File: src/rtl/bwc_pkg.sv
// ----------------------------------------------------------------------------
// bwc_pkg
// Shared constants for the balanced word crossover core.
// ----------------------------------------------------------------------------
package bwc_pkg;

    // width of every word field on the channels
    localparam int FIELD_BITS = 64;

    // default datapath width, at most FIELD_BITS
    localparam int DEF_WORD_BITS = 64;

    // default depth of the queue between front and back
    localparam int DEF_QUEUE_DEPTH = 2;

endpackage

File: src/rtl/bwc_in_if.sv
// ----------------------------------------------------------------------------
// bwc_in_if
// Input channel: one word from each parent plus the last-word mark per beat.
// ----------------------------------------------------------------------------
interface bwc_in_if import bwc_pkg::*; ();

    logic                  valid;
    logic                  ready;
    logic [FIELD_BITS-1:0] parent_a_word;
    logic [FIELD_BITS-1:0] parent_b_word;
    logic                  last_word;

    modport source (
        output valid,
        output parent_a_word,
        output parent_b_word,
        output last_word,
        input  ready
    );

    modport sink (
        input  valid,
        input  parent_a_word,
        input  parent_b_word,
        input  last_word,
        output ready
    );

endinterface

File: src/rtl/bwc_out_if.sv
// ----------------------------------------------------------------------------
// bwc_out_if
// Output channel: the two child words and the last-word mark per beat.
// ----------------------------------------------------------------------------
interface bwc_out_if import bwc_pkg::*; ();

    logic                  valid;
    logic                  ready;
    logic [FIELD_BITS-1:0] child_a_word;
    logic [FIELD_BITS-1:0] child_b_word;
    logic                  last_out;

    modport source (
        output valid,
        output child_a_word,
        output child_b_word,
        output last_out,
        input  ready
    );

    modport sink (
        input  valid,
        input  child_a_word,
        input  child_b_word,
        input  last_out,
        output ready
    );

endinterface

File: src/rtl/bwc_front.sv
// ----------------------------------------------------------------------------
// bwc_front
// Classifies one parent word pair: common bits, the alternating split of the
// differing bits into y (odd-numbered from the lsb) and z, and the word parity.
// ----------------------------------------------------------------------------
module bwc_front import bwc_pkg::*; #(
    parameter int WORD_BITS = DEF_WORD_BITS
) (
    input  logic                 i_clk,
    input  logic                 i_rst_n,
    input  logic [WORD_BITS-1:0] i_parent_a,
    input  logic [WORD_BITS-1:0] i_parent_b,
    output logic [WORD_BITS-1:0] o_common,
    output logic [WORD_BITS-1:0] o_y,
    output logic [WORD_BITS-1:0] o_z,
    output logic                 o_odd
);

    localparam int LVLS = $clog2(WORD_BITS);

    logic [WORD_BITS-1:0] diff;
    logic [WORD_BITS-1:0] pre [LVLS+1];
    logic [WORD_BITS-1:0] excl;

    assign diff     = i_parent_a ^ i_parent_b;
    assign o_common = i_parent_a & i_parent_b;

    // log-depth inclusive prefix parity of the differing bits
    always_comb begin
        pre[0] = diff;
        for (int s = 0; s < LVLS; s++) begin
            for (int i = 0; i < WORD_BITS; i++) begin
                if (i >= (1 << s)) begin
                    pre[s+1][i] = pre[s][i] ^ pre[s][i - (1 << s)];
                end else begin
                    pre[s+1][i] = pre[s][i];
                end
            end
        end
    end

    // parity of differing bits strictly below each position
    assign excl = {pre[LVLS][WORD_BITS-2:0], 1'b0};

    // even count below means this differing bit is the 1st, 3rd, 5th ...
    assign o_y   = diff & ~excl;
    assign o_z   = diff & excl;
    assign o_odd = pre[LVLS][WORD_BITS-1];

    // the split covers the differing bits exactly once
    a_split_cover: assert property (@(posedge i_clk) disable iff (!i_rst_n)
        ((o_y | o_z) == diff) && ((o_y & o_z) == '0))
        else $error("y/z split does not partition the differing bits");

    // prefix network agrees with a plain reduction
    a_parity: assert property (@(posedge i_clk) disable iff (!i_rst_n)
        o_odd == ^diff)
        else $error("prefix parity disagrees with word parity");

endmodule

File: src/rtl/bwc_queue.sv
// ----------------------------------------------------------------------------
// bwc_queue
// Small first-in first-out queue that decouples the front from the back.
// ----------------------------------------------------------------------------
module bwc_queue import bwc_pkg::*; #(
    parameter int WIDTH = 3 * DEF_WORD_BITS + 2,
    parameter int DEPTH = DEF_QUEUE_DEPTH
) (
    input  logic             i_clk,
    input  logic             i_rst_n,
    input  logic             i_push,
    input  logic [WIDTH-1:0] i_data,
    output logic             o_full,
    input  logic             i_pop,
    output logic             o_valid,
    output logic [WIDTH-1:0] o_data
);

    localparam int PTR_W = (DEPTH > 1) ? $clog2(DEPTH) : 1;
    localparam int CNT_W = $clog2(DEPTH + 1);

    logic [WIDTH-1:0] r_mem [DEPTH];
    logic [PTR_W-1:0] r_wr_ptr, n_wr_ptr;
    logic [PTR_W-1:0] r_rd_ptr, n_rd_ptr;
    logic [CNT_W-1:0] r_count, n_count;
    logic             do_push;
    logic             do_pop;

    assign o_full  = (r_count == CNT_W'(DEPTH));
    assign o_valid = (r_count != '0);
    assign o_data  = r_mem[r_rd_ptr];
    assign do_push = i_push && !o_full;
    assign do_pop  = i_pop && o_valid;

    // pointer and count update
    always_comb begin
        n_wr_ptr = r_wr_ptr;
        n_rd_ptr = r_rd_ptr;
        n_count  = r_count;
        if (do_push) begin
            n_wr_ptr = (r_wr_ptr == PTR_W'(DEPTH - 1)) ? '0 : r_wr_ptr + 1'b1;
        end
        if (do_pop) begin
            n_rd_ptr = (r_rd_ptr == PTR_W'(DEPTH - 1)) ? '0 : r_rd_ptr + 1'b1;
        end
        if (do_push && !do_pop) begin
            n_count = r_count + 1'b1;
        end else if (do_pop && !do_push) begin
            n_count = r_count - 1'b1;
        end
    end

    always_ff @(posedge i_clk) begin
        if (!i_rst_n) begin
            r_wr_ptr <= '0;
            r_rd_ptr <= '0;
            r_count  <= '0;
        end else begin
            r_wr_ptr <= n_wr_ptr;
            r_rd_ptr <= n_rd_ptr;
            r_count  <= n_count;
        end
    end

    // entry storage
    always_ff @(posedge i_clk) begin
        if (do_push) begin
            r_mem[r_wr_ptr] <= i_data;
        end
    end

    // occupancy never exceeds the depth
    a_count_range: assert property (@(posedge i_clk) disable iff (!i_rst_n)
        r_count <= CNT_W'(DEPTH))
        else $error("queue count above depth");

endmodule

File: src/rtl/bwc_back.sv
// ----------------------------------------------------------------------------
// bwc_back
// Applies the running turn bit to a classified word and holds the result
// in the output register until the consumer takes it.
// ----------------------------------------------------------------------------
module bwc_back import bwc_pkg::*; #(
    parameter int WORD_BITS = DEF_WORD_BITS
) (
    input  logic                 i_clk,
    input  logic                 i_rst_n,
    input  logic                 i_q_valid,
    input  logic [WORD_BITS-1:0] i_common,
    input  logic [WORD_BITS-1:0] i_y,
    input  logic [WORD_BITS-1:0] i_z,
    input  logic                 i_odd,
    input  logic                 i_last,
    output logic                 o_pop,
    output logic                 o_valid,
    input  logic                 i_ready,
    output logic [WORD_BITS-1:0] o_child_a,
    output logic [WORD_BITS-1:0] o_child_b,
    output logic                 o_last
);

    logic                 r_turn, n_turn;
    logic                 r_valid, n_valid;
    logic [WORD_BITS-1:0] r_child_a, n_child_a;
    logic [WORD_BITS-1:0] r_child_b, n_child_b;
    logic                 r_last, n_last;
    logic                 turn_now;

    // take the queue head when the output register is free or draining
    assign o_pop    = i_q_valid && (!r_valid || i_ready);
    assign turn_now = r_turn ^ i_odd;

    always_comb begin
        n_turn    = r_turn;
        n_valid   = r_valid && !i_ready;
        n_child_a = r_child_a;
        n_child_b = r_child_b;
        n_last    = r_last;
        if (o_pop) begin
            n_valid   = 1'b1;
            n_child_a = i_common | (turn_now ? i_z : i_y);
            n_child_b = i_common | (turn_now ? i_y : i_z);
            n_last    = i_last;
            n_turn    = i_last ? 1'b0 : turn_now;
        end
    end

    // control state
    always_ff @(posedge i_clk) begin
        if (!i_rst_n) begin
            r_turn  <= 1'b0;
            r_valid <= 1'b0;
        end else begin
            r_turn  <= n_turn;
            r_valid <= n_valid;
        end
    end

    // result payload
    always_ff @(posedge i_clk) begin
        r_child_a <= n_child_a;
        r_child_b <= n_child_b;
        r_last    <= n_last;
    end

    assign o_valid   = r_valid;
    assign o_child_a = r_child_a;
    assign o_child_b = r_child_b;
    assign o_last    = r_last;

    // a new vector starts from turn zero
    a_turn_clear: assert property (@(posedge i_clk) disable iff (!i_rst_n)
        o_pop && i_last |=> !r_turn)
        else $error("turn not cleared after last word");

    // an even word leaves the turn as it was
    a_turn_even: assert property (@(posedge i_clk) disable iff (!i_rst_n)
        o_pop && !i_last && !i_odd |=> r_turn == $past(r_turn))
        else $error("turn changed on even word");

endmodule

File: src/rtl/balanced_word_crossover_core.sv
// ----------------------------------------------------------------------------
// balanced_word_crossover_core
// Count-balancing uniform crossover of two parent bit vectors, one word a beat.
// ----------------------------------------------------------------------------
// Takes one word pair per cycle while the queue is not full and returns one
// child word pair per input beat, in order. Common bits go to both children;
// differing bits are dealt alternately from the lsb, and a turn bit, toggled
// by each odd-count word and cleared after a last word, picks which child
// gets the first share. The front computes the split with a log-depth xor
// prefix network in the same cycle the beat is accepted and writes it into a
// queue of QUEUE_DEPTH entries (two by default); the back applies the turn
// bit and registers the result. Sustained rate is one word per cycle while
// the consumer is ready. Only the low WORD_BITS bits of each parent word are
// used; higher child bits read as zero.
// ----------------------------------------------------------------------------
module balanced_word_crossover_core import bwc_pkg::*; #(
    parameter int WORD_BITS   = DEF_WORD_BITS,
    parameter int QUEUE_DEPTH = DEF_QUEUE_DEPTH
) (
    input  logic     i_clk,
    input  logic     i_rst_n,
    bwc_in_if.sink   i_in,
    bwc_out_if.source o_out
);

    localparam int Q_WIDTH = 3 * WORD_BITS + 2;

    logic [WORD_BITS-1:0] f_common, f_y, f_z;
    logic                 f_odd;
    logic                 q_full, q_valid, q_pop, push;
    logic [Q_WIDTH-1:0]   q_in, q_out;
    logic [WORD_BITS-1:0] b_common, b_y, b_z;
    logic                 b_odd, b_last;
    logic [WORD_BITS-1:0] child_a, child_b;

    // front: classify the incoming beat
    bwc_front #(
        .WORD_BITS (WORD_BITS)
    ) u_front (
        .i_clk      (i_clk),
        .i_rst_n    (i_rst_n),
        .i_parent_a (i_in.parent_a_word[WORD_BITS-1:0]),
        .i_parent_b (i_in.parent_b_word[WORD_BITS-1:0]),
        .o_common   (f_common),
        .o_y        (f_y),
        .o_z        (f_z),
        .o_odd      (f_odd)
    );

    assign i_in.ready = !q_full;
    assign push       = i_in.valid && !q_full;
    assign q_in       = {f_common, f_y, f_z, f_odd, i_in.last_word};

    // queue between front and back
    bwc_queue #(
        .WIDTH (Q_WIDTH),
        .DEPTH (QUEUE_DEPTH)
    ) u_queue (
        .i_clk   (i_clk),
        .i_rst_n (i_rst_n),
        .i_push  (push),
        .i_data  (q_in),
        .o_full  (q_full),
        .i_pop   (q_pop),
        .o_valid (q_valid),
        .o_data  (q_out)
    );

    assign {b_common, b_y, b_z, b_odd, b_last} = q_out;

    // back: apply turn and register the result
    bwc_back #(
        .WORD_BITS (WORD_BITS)
    ) u_back (
        .i_clk     (i_clk),
        .i_rst_n   (i_rst_n),
        .i_q_valid (q_valid),
        .i_common  (b_common),
        .i_y       (b_y),
        .i_z       (b_z),
        .i_odd     (b_odd),
        .i_last    (b_last),
        .o_pop     (q_pop),
        .o_valid   (o_out.valid),
        .i_ready   (o_out.ready),
        .o_child_a (child_a),
        .o_child_b (child_b),
        .o_last    (o_out.last_out)
    );

    assign o_out.child_a_word = FIELD_BITS'(child_a);
    assign o_out.child_b_word = FIELD_BITS'(child_b);

endmodule
File: src/flat_wrapper.sv
// flat-port wrapper written by rule: the top's interface ports become plain ports
module balanced_word_crossover_core_flat import bwc_pkg::*;
#(
    parameter int WORD_BITS   = DEF_WORD_BITS,
    parameter int QUEUE_DEPTH = DEF_QUEUE_DEPTH
)
  (i_clk, i_rst_n, i_in_valid, i_in_parent_a_word, i_in_parent_b_word, i_in_last_word, i_in_ready, o_out_valid, o_out_child_a_word, o_out_child_b_word, o_out_last_out, o_out_ready);
  bwc_in_if i_in_i ();
  bwc_out_if o_out_i ();
  input  logic i_clk;
  input  logic i_rst_n;
  input wire logic [$bits(i_in_i.valid)-1:0] i_in_valid;
  input wire logic [$bits(i_in_i.parent_a_word)-1:0] i_in_parent_a_word;
  input wire logic [$bits(i_in_i.parent_b_word)-1:0] i_in_parent_b_word;
  input wire logic [$bits(i_in_i.last_word)-1:0] i_in_last_word;
  output wire logic [$bits(i_in_i.ready)-1:0] i_in_ready;
  output wire logic [$bits(o_out_i.valid)-1:0] o_out_valid;
  output wire logic [$bits(o_out_i.child_a_word)-1:0] o_out_child_a_word;
  output wire logic [$bits(o_out_i.child_b_word)-1:0] o_out_child_b_word;
  output wire logic [$bits(o_out_i.last_out)-1:0] o_out_last_out;
  input wire logic [$bits(o_out_i.ready)-1:0] o_out_ready;
  assign i_in_i.valid = i_in_valid;
  assign i_in_i.parent_a_word = i_in_parent_a_word;
  assign i_in_i.parent_b_word = i_in_parent_b_word;
  assign i_in_i.last_word = i_in_last_word;
  assign i_in_ready = i_in_i.ready;
  assign o_out_valid = o_out_i.valid;
  assign o_out_child_a_word = o_out_i.child_a_word;
  assign o_out_child_b_word = o_out_i.child_b_word;
  assign o_out_last_out = o_out_i.last_out;
  assign o_out_i.ready = o_out_ready;
  balanced_word_crossover_core #(.WORD_BITS(WORD_BITS), .QUEUE_DEPTH(QUEUE_DEPTH)) u_core (.i_clk(i_clk), .i_rst_n(i_rst_n), .i_in(i_in_i), .o_out(o_out_i));
endmodule
File: config.mk
export PLATFORM = sky130hd
export DESIGN_NAME = balanced_word_crossover_core_flat
export DESIGN_NICKNAME = d
export VERILOG_FILES = /design/src/rtl/bwc_pkg.sv /design/src/rtl/bwc_in_if.sv /design/src/rtl/bwc_out_if.sv /design/src/rtl/bwc_front.sv /design/src/rtl/bwc_queue.sv /design/src/rtl/bwc_back.sv /design/src/rtl/balanced_word_crossover_core.sv /design/src/flat_wrapper.sv
export SDC_FILE = /design/constraint.sdc
export NUM_CORES = 1
export LEC_CHECK = 0
export BUFFER_PORTS_ARGS = -buffer_cell sky130_fd_sc_hd__buf_2
export CORE_UTILIZATION = 38
export DETAILED_ROUTE_END_ITERATION = 8
export PLACE_DENSITY = 0.62
export SLEW_MARGIN = 10
export SYNTH_ARGS = -nofsm -noshare
export SYNTH_HDL_FRONTEND = slang
export SYNTH_SLANG_ARGS = --single-unit
File: constraint.sdc
create_clock -name i_clk -period 19.1 [get_ports i_clk]
set_clock_uncertainty 0.15 [all_clocks]
set_input_delay 0 -clock i_clk [delete_from_list [all_inputs] [get_ports i_clk]]
set_output_delay 0 -clock i_clk [all_outputs]
set_load 0.005 [all_outputs]
=== Word-level counts from Yosys, hierarchy flattened ===
Memory sizes are Yosys's and may differ from the RTL's. A register that Yosys moved wholly into a read port is not among the register bits.
Index checks and enable logic that the tools add are counted.

* Add/subtract/negate cells: 4
* Equal/unequal tests: 1
* Muxes and demuxes: 12
* Bitwise logic cells: 329
* Reduce and logical (&&, ||, !) cells: 15

{| class="wikitable"
|+ Operators by type and width
! operator !! number
|-
| $xor 1x1->1 || 322
|-
| $and 64x64->64 || 3
|-
| $mux 64 || 2
|-
| $or 64x64->64 || 2
|-
| $not 64->64 || 1
|-
| $xor 64x64->64 || 1
|-
| $mux 1 || 8
|-
| $logic_and 1x1->1 || 7
|-
| $logic_not 1->1 || 5
|-
| $mux 2 || 2
|-
| $reduce_bool 2->1 || 2
|-
| $add 1x1->1 const B || 2
|-
| $add 2x1->2 const B || 1
|-
| $eq 2x2->1 const B || 1
|-
| $sub 2x1->2 const B || 1
|-
| $logic_or 1x1->1 || 1
|}

* Flip-flop bits (word level): 135
* Memory bits (writable): 388
* Input bits: 133
* Output and inout bits: 131
* Word-level logic and storage cells: 370
* Memories kept: 1

{| class="wikitable"
|+ Memory list
! name !! words !! bits a word !! rd ports !! clocked after memory_dff !! write ports !! line !! RTL
|-
| u_core.u_queue.r_mem || 2 || 194 || 1 || 1 || 1 || bwc_queue.sv:22 || <nowiki>logic [WIDTH-1:0] r_mem [DEPTH];</nowiki>
|}

=== Depth between registers and ports, before layout ===
* Depth after elaboration: 9
* Depth in mapped cells: 9
* Gate-level depth less buffers: 9

=== Hierarchy ===
From an unflattened synthesis, not the netlist that was laid out.

* Cells, all modules: 1594
* Area, all modules: 24766.3 sq um

{| class="wikitable"
|+ By module, submodules not included
! module !! instances !! cells an instance !! area an instance (sq um) !! sequential area each (sq um)
|-
| bwc_queue || 1 || 629 || 14905.5 || 11751.3
|-
| bwc_back || 1 || 554 || 6117.1 || 3913.8
|-
| bwc_front || 1 || 409 || 3733.6 || 0.0
|-
| balanced_word_crossover_core || 1 || 2 || 10.0 || 0.0
|}

=== Least setup slack after synthesis ===
Ideal clock, no wire load.

* Kind: register -> register
* Start: reg u_core.u_queue.r_count[0]
* End: reg u_core.u_queue.r_wr_ptr
* Library setup time: 95 ps
* Arrival time: 9329 ps
* Required time: 18855 ps
* Path slack: 9526 ps
* Cell stages (with the launch flop): 5
* Path buffers: 0
* Period minus slack after synthesis: 9574 ps
* Cell sequence: dfxtp_1 -> nand2b_1 -> nand2_1 -> nor2_1 -> o21a_1

* Longest elaborated chain between the ends: 4

{| class="wikitable"
|+ Ends and longest elaborated chain
! what !! line !! RTL
|-
| from (decl) || bwc_queue.sv:25 || <nowiki>logic [CNT_W-1:0] r_count, n_count;</nowiki>
|-
| from (signal assigned) || bwc_queue.sv:61 || <nowiki>r_count <= n_count;</nowiki>
|-
| $eq 2x2->1 * || bwc_queue.sv:29 || <nowiki>assign o_full = (r_count == CNT_W'(DEPTH));</nowiki>
|-
| $logic_not 1->1 * || - ||
|-
| named net i_in_ready || flat_wrapper.sv:16 || <nowiki>output wire logic [$bits(i_in_i.ready)-1:0] i_in_ready;</nowiki>
|-
| $logic_and 1x1->1 || balanced_word_crossover_core.sv:51 || <nowiki>assign push = i_in.valid && !q_full;</nowiki>
|-
| $logic_and 1x1->1 * || bwc_queue.sv:32 || <nowiki>assign do_push = i_push && !o_full;</nowiki>
|-
| to (signal assigned) || bwc_queue.sv:59 || <nowiki>r_wr_ptr <= n_wr_ptr;</nowiki>
|-
| to (decl) || bwc_queue.sv:23 || <nowiki>logic [PTR_W-1:0] r_wr_ptr, n_wr_ptr;</nowiki>
|}

Mark *: on every way through the listed nets, which the timed path passes. The rest lies on a longest branch.
A chain may end at the register's enable or synchronous reset.

=== Final worst setup path ===
* Start: in i_in_parent_b_word[30]
* End: mem u_core.u_queue.r_mem[1][55] (netlist bit), data pin

* Longest elaborated chain between the ends: 8

{| class="wikitable"
|+ Ends and longest elaborated chain
! what !! line !! RTL
|-
| from (decl) || flat_wrapper.sv:14 || <nowiki>input wire logic [$bits(i_in_i.parent_b_word)-1:0] i_in_parent_b_word;</nowiki>
|-
| $xor 64x64->64 || bwc_front.sv:25 || <nowiki>assign diff = i_parent_a ^ i_parent_b;</nowiki>
|-
| $xor 1x1->1 (6 in series) || bwc_front.sv:34 || <nowiki>pre[s+1][i] = pre[s][i] ^ pre[s][i - (1 << s)];</nowiki>
|-
| $and 64x64->64 || bwc_front.sv:47 || <nowiki>assign o_z = diff & excl;</nowiki>
|-
| named net u_core.f_z[53] || balanced_word_crossover_core.sv:28 || <nowiki>logic [WORD_BITS-1:0] f_common, f_y, f_z;</nowiki>
|-
| to (decl) || bwc_queue.sv:22 ||
|}

The timed path passes the listed nets, and every way through them passes these cells.

==> results.sh <==
export IMPL_status="finished clean"
export IMPL_synth_cell_area_sq_um=23500
export IMPL_cts_setup_buffers=0
export IMPL_ys_async_sr_fraction=0
export IMPL_wl_met3_um=2340
export IMPL_critical_path_slowest_cell="xor2_2"
export IMPL_cp_top_family="XOR/XNOR gates"
export IMPL_io_buffers=263
export IMPL_die_area_sq_um=62800
export IMPL_irDropWorstVdd_mv=0.183
export IMPL_antenna_cells=0
export IMPL_cts_resized=0
export IMPL_dpl_hpwl_um=32500
export IMPL_viasPerCell=4.79
export IMPL_via_count=13800
export IMPL_wirelength_um=51000
export IMPL_wl_met1_um=21600
export IMPL_rows=90
export IMPL_clk_pin_slew_ns=0.06
export IMPL_worst_path_largest_cell_delay_ns=0.80
export IMPL_drc=0
export IMPL_numCtsBuffers=55
export IMPL_syn_inst=1573
export IMPL_drive_above_1_share=0.248
export IMPL_clk_insertion_delay_late_ns=0.60
export IMPL_hp_class="input port to flip-flop"
export IMPL_grt_max_degree=77
export IMPL_fin_crit_sh=0.199
export IMPL_die_y_um=251
export IMPL_cts_root_buffer="clkbuf_16"
export IMPL_place_ws_ns=15.20
export IMPL_antenna_found_initial=1
export IMPL_highest_layer="met5"
export IMPL_grt_pass1_wl_um=77600
export IMPL_start_util=0.387
export IMPL_cts_sinks=522
export IMPL_post_drt_wl_per_cell_um=17.7
export IMPL_wl_met2_um=26000
export IMPL_final_util=0.486
export IMPL_ys_warn_count=0
export IMPL_power_mw=6.11
export IMPL_slew_violations=0
export IMPL_ys_seq_area_frac=0.664
export IMPL_clockBufferDepth=3
export IMPL_ys_ff_latch=522
export IMPL_power_leakage_nw=11.0
export IMPL_synth_distinct_cells=36
export IMPL_critPathRequiredTime_ns=19.29
export IMPL_finalHoldViolations=0
export IMPL_nNetsFinal=2252
export IMPL_place_gp_congestion=0.718
export IMPL_crit_type="input port to flip-flop"
export IMPL_worst_pin_slew_ns=1.09
export IMPL_core_sq_um=60700
export IMPL_path_max_fanout=11
export IMPL_arrival_ns=3.98
export IMPL_grt_pass1_vias=14200
export IMPL_path_buf_inv=2
export IMPL_ios=264
export IMPL_tritoncts="done"
export IMPL_cap_violations=0
export IMPL_crit_chain="dlygate4sd3_1 > buf_2 > ha_1 > xnor2_2 > xor2_2 > xnor3_1 > xnor3_1 > xor2_2 > xor2_1 > and2_1"
export IMPL_worst_setup_path_end_kind="flip-flop"
export IMPL_finalWorstSetupSlack_ns=15.31
export IMPL_synth_nets=1773
export IMPL_synth_flop_cell="edfxtp_1"
export IMPL_syn_to_final_growth_pct=25.5
export IMPL_overflow=0
export IMPL_ctsHtreeMaxLevel=2
export IMPL_min_period_ns=3.79
export IMPL_die_w_um=251
export IMPL_holdWs_ns=0.0397
export IMPL_rsz0062_at_grt="false"
export IMPL_drt_pass1_iterations=5
export IMPL_p_per_area_nw_per_um2=207
export IMPL_start_kind="input port"
export IMPL_fmax_mhz=264
export IMPL_cts_hold_fix_buffers=197
export IMPL_avgSynthCellArea_sq_um=14.9
export IMPL_drt_iter0_markers=674
export IMPL_fill_cells=5121
export IMPL_ant_nets=0
export IMPL_grt_usage=0.160
export IMPL_synth_edf_count=515
export IMPL_fin_setup_tns_ns=0
export IMPL_slew_headroom=0.271
export IMPL_setup_viol_count_final=0
## registers in the layout, indices dropped and copies added, names as in the netlist, 2 cells and up, named ones only
| name | cells |
|---|---|
| u_core.u_back.o_child_b | 64 |
| u_core.u_queue.r_count | 2 |
| u_core.u_back.o_child_a | 64 |
| u_core.u_queue.r_mem | 386 |
## cell families after synthesis
logic type / Yosys count / share of synthesized area
compound gates: 138 / 0.0301
fa+ha+maj: 67 / 0.0357
mux: 200 / 0.0920
buf+inv: 75 / 0.0121
flops: 522 / 0.664
xor+xnor: 178 / 0.0912
simple gates: 393 / 0.0748
## cells in the mapped netlist, drive strengths merged (6+ instances only)
cell type / count / area, sq um
xor3: 7 / 173
inv: 23 / 86.3
mux2i: 73 / 731
ha: 67 / 838
clkbuf: 46 / 173
xnor2: 104 / 1080
o21ai: 128 / 641
xor2: 47 / 427
xnor3: 20 / 463
nor2: 271 / 1020
nand2: 10 / 37.5
nor2b: 35 / 219
mux2: 127 / 1430
and2: 67 / 419
dfxtp: 7 / 140
buf: 6 / 26.3
edfxtp: 515 / 15500
## through the flow
step,instance area (sq um),std cells
2_1_floorplan,23500,1573
3_3_place_gp,25800,2580
3_5_place_dp,25800,2580
4_1_cts,29500,2875
5_1_grt,29500,2875
6_report,29500,2875
## routing by layer
layer | up-vias | GRT usage
met3 | 70 | 0.0310
met1 | 6720 | 0.199
met4 | 2 | 0.0463
met2 | 315 | 0.283
met5 | - | 0
li1 | 6651 | -
## layout by cell type (no fill, tap or decap), types with 2 or more instances in the layout
master	n
nor2_1	270
buf_4	14
xor2_1	43
buf_2	263
edfxtp_1	515
dfxtp_1	6
inv_1	22
xnor2_1	88
nand2_1	10
clkbuf_1	11
bufinv_16	7
clkbuf_16	55
xor2_2	3
a211oi_1	2
or3_1	2
xor3_2	5
and2_1	67
a21boi_0	2
inv_6	4
clkinvlp_4	4
nand2b_1	3
xnor3_2	7
xnor3_1	12
ha_1	67
or2_2	2
clkinv_2	7
dlygate4sd3_1	197
xor3_1	2
nor2b_1	35
clkinv_1	11
mux2_2	127
a21oi_1	4
mux2i_1	73
xnor2_4	5
o21ai_0	127
xnor2_2	11
## final cells by class
type | instances | area [sq um] | area share
multi-input combinational | 976 | 7650 | 0.260
inverter | 23 | 91.3 | 0.00310
sequential | 522 | 15600 | 0.529
tap | 782 | 978 | 0.0332
timing repair buffer | 474 | 3390 | 0.115
clock buffer | 66 | 1420 | 0.0481
clock inverter | 32 | 343 | 0.0116
## path summary, 6_finish.rpt
kind,from,end,depth (start not counted),slack [ns]
worst max-delay path,i_in_parent_b_word[30],u_core.u_queue.r_mem[1][55],10,15.31
worst min-delay path,i_in_last_word,u_core.u_queue.r_mem[0][0],2,0.04
worst max register to register,flip-flop,u_core.u_back.o_child_a[44],6,15.50
worst min register to register,u_core.u_queue.r_count[1],u_core.u_queue.r_count[1],2,0.39
## power breakdown
group	leakage [nW]	internal, mW	switching, mW
sequential	4.89	2.07	0.113
combinational	5.28	1.17	1.71
clock	0.848	0.620	0.430
total	11.0	3.86	2.26
No activity file was read; power rests on OpenSTA's default activity.
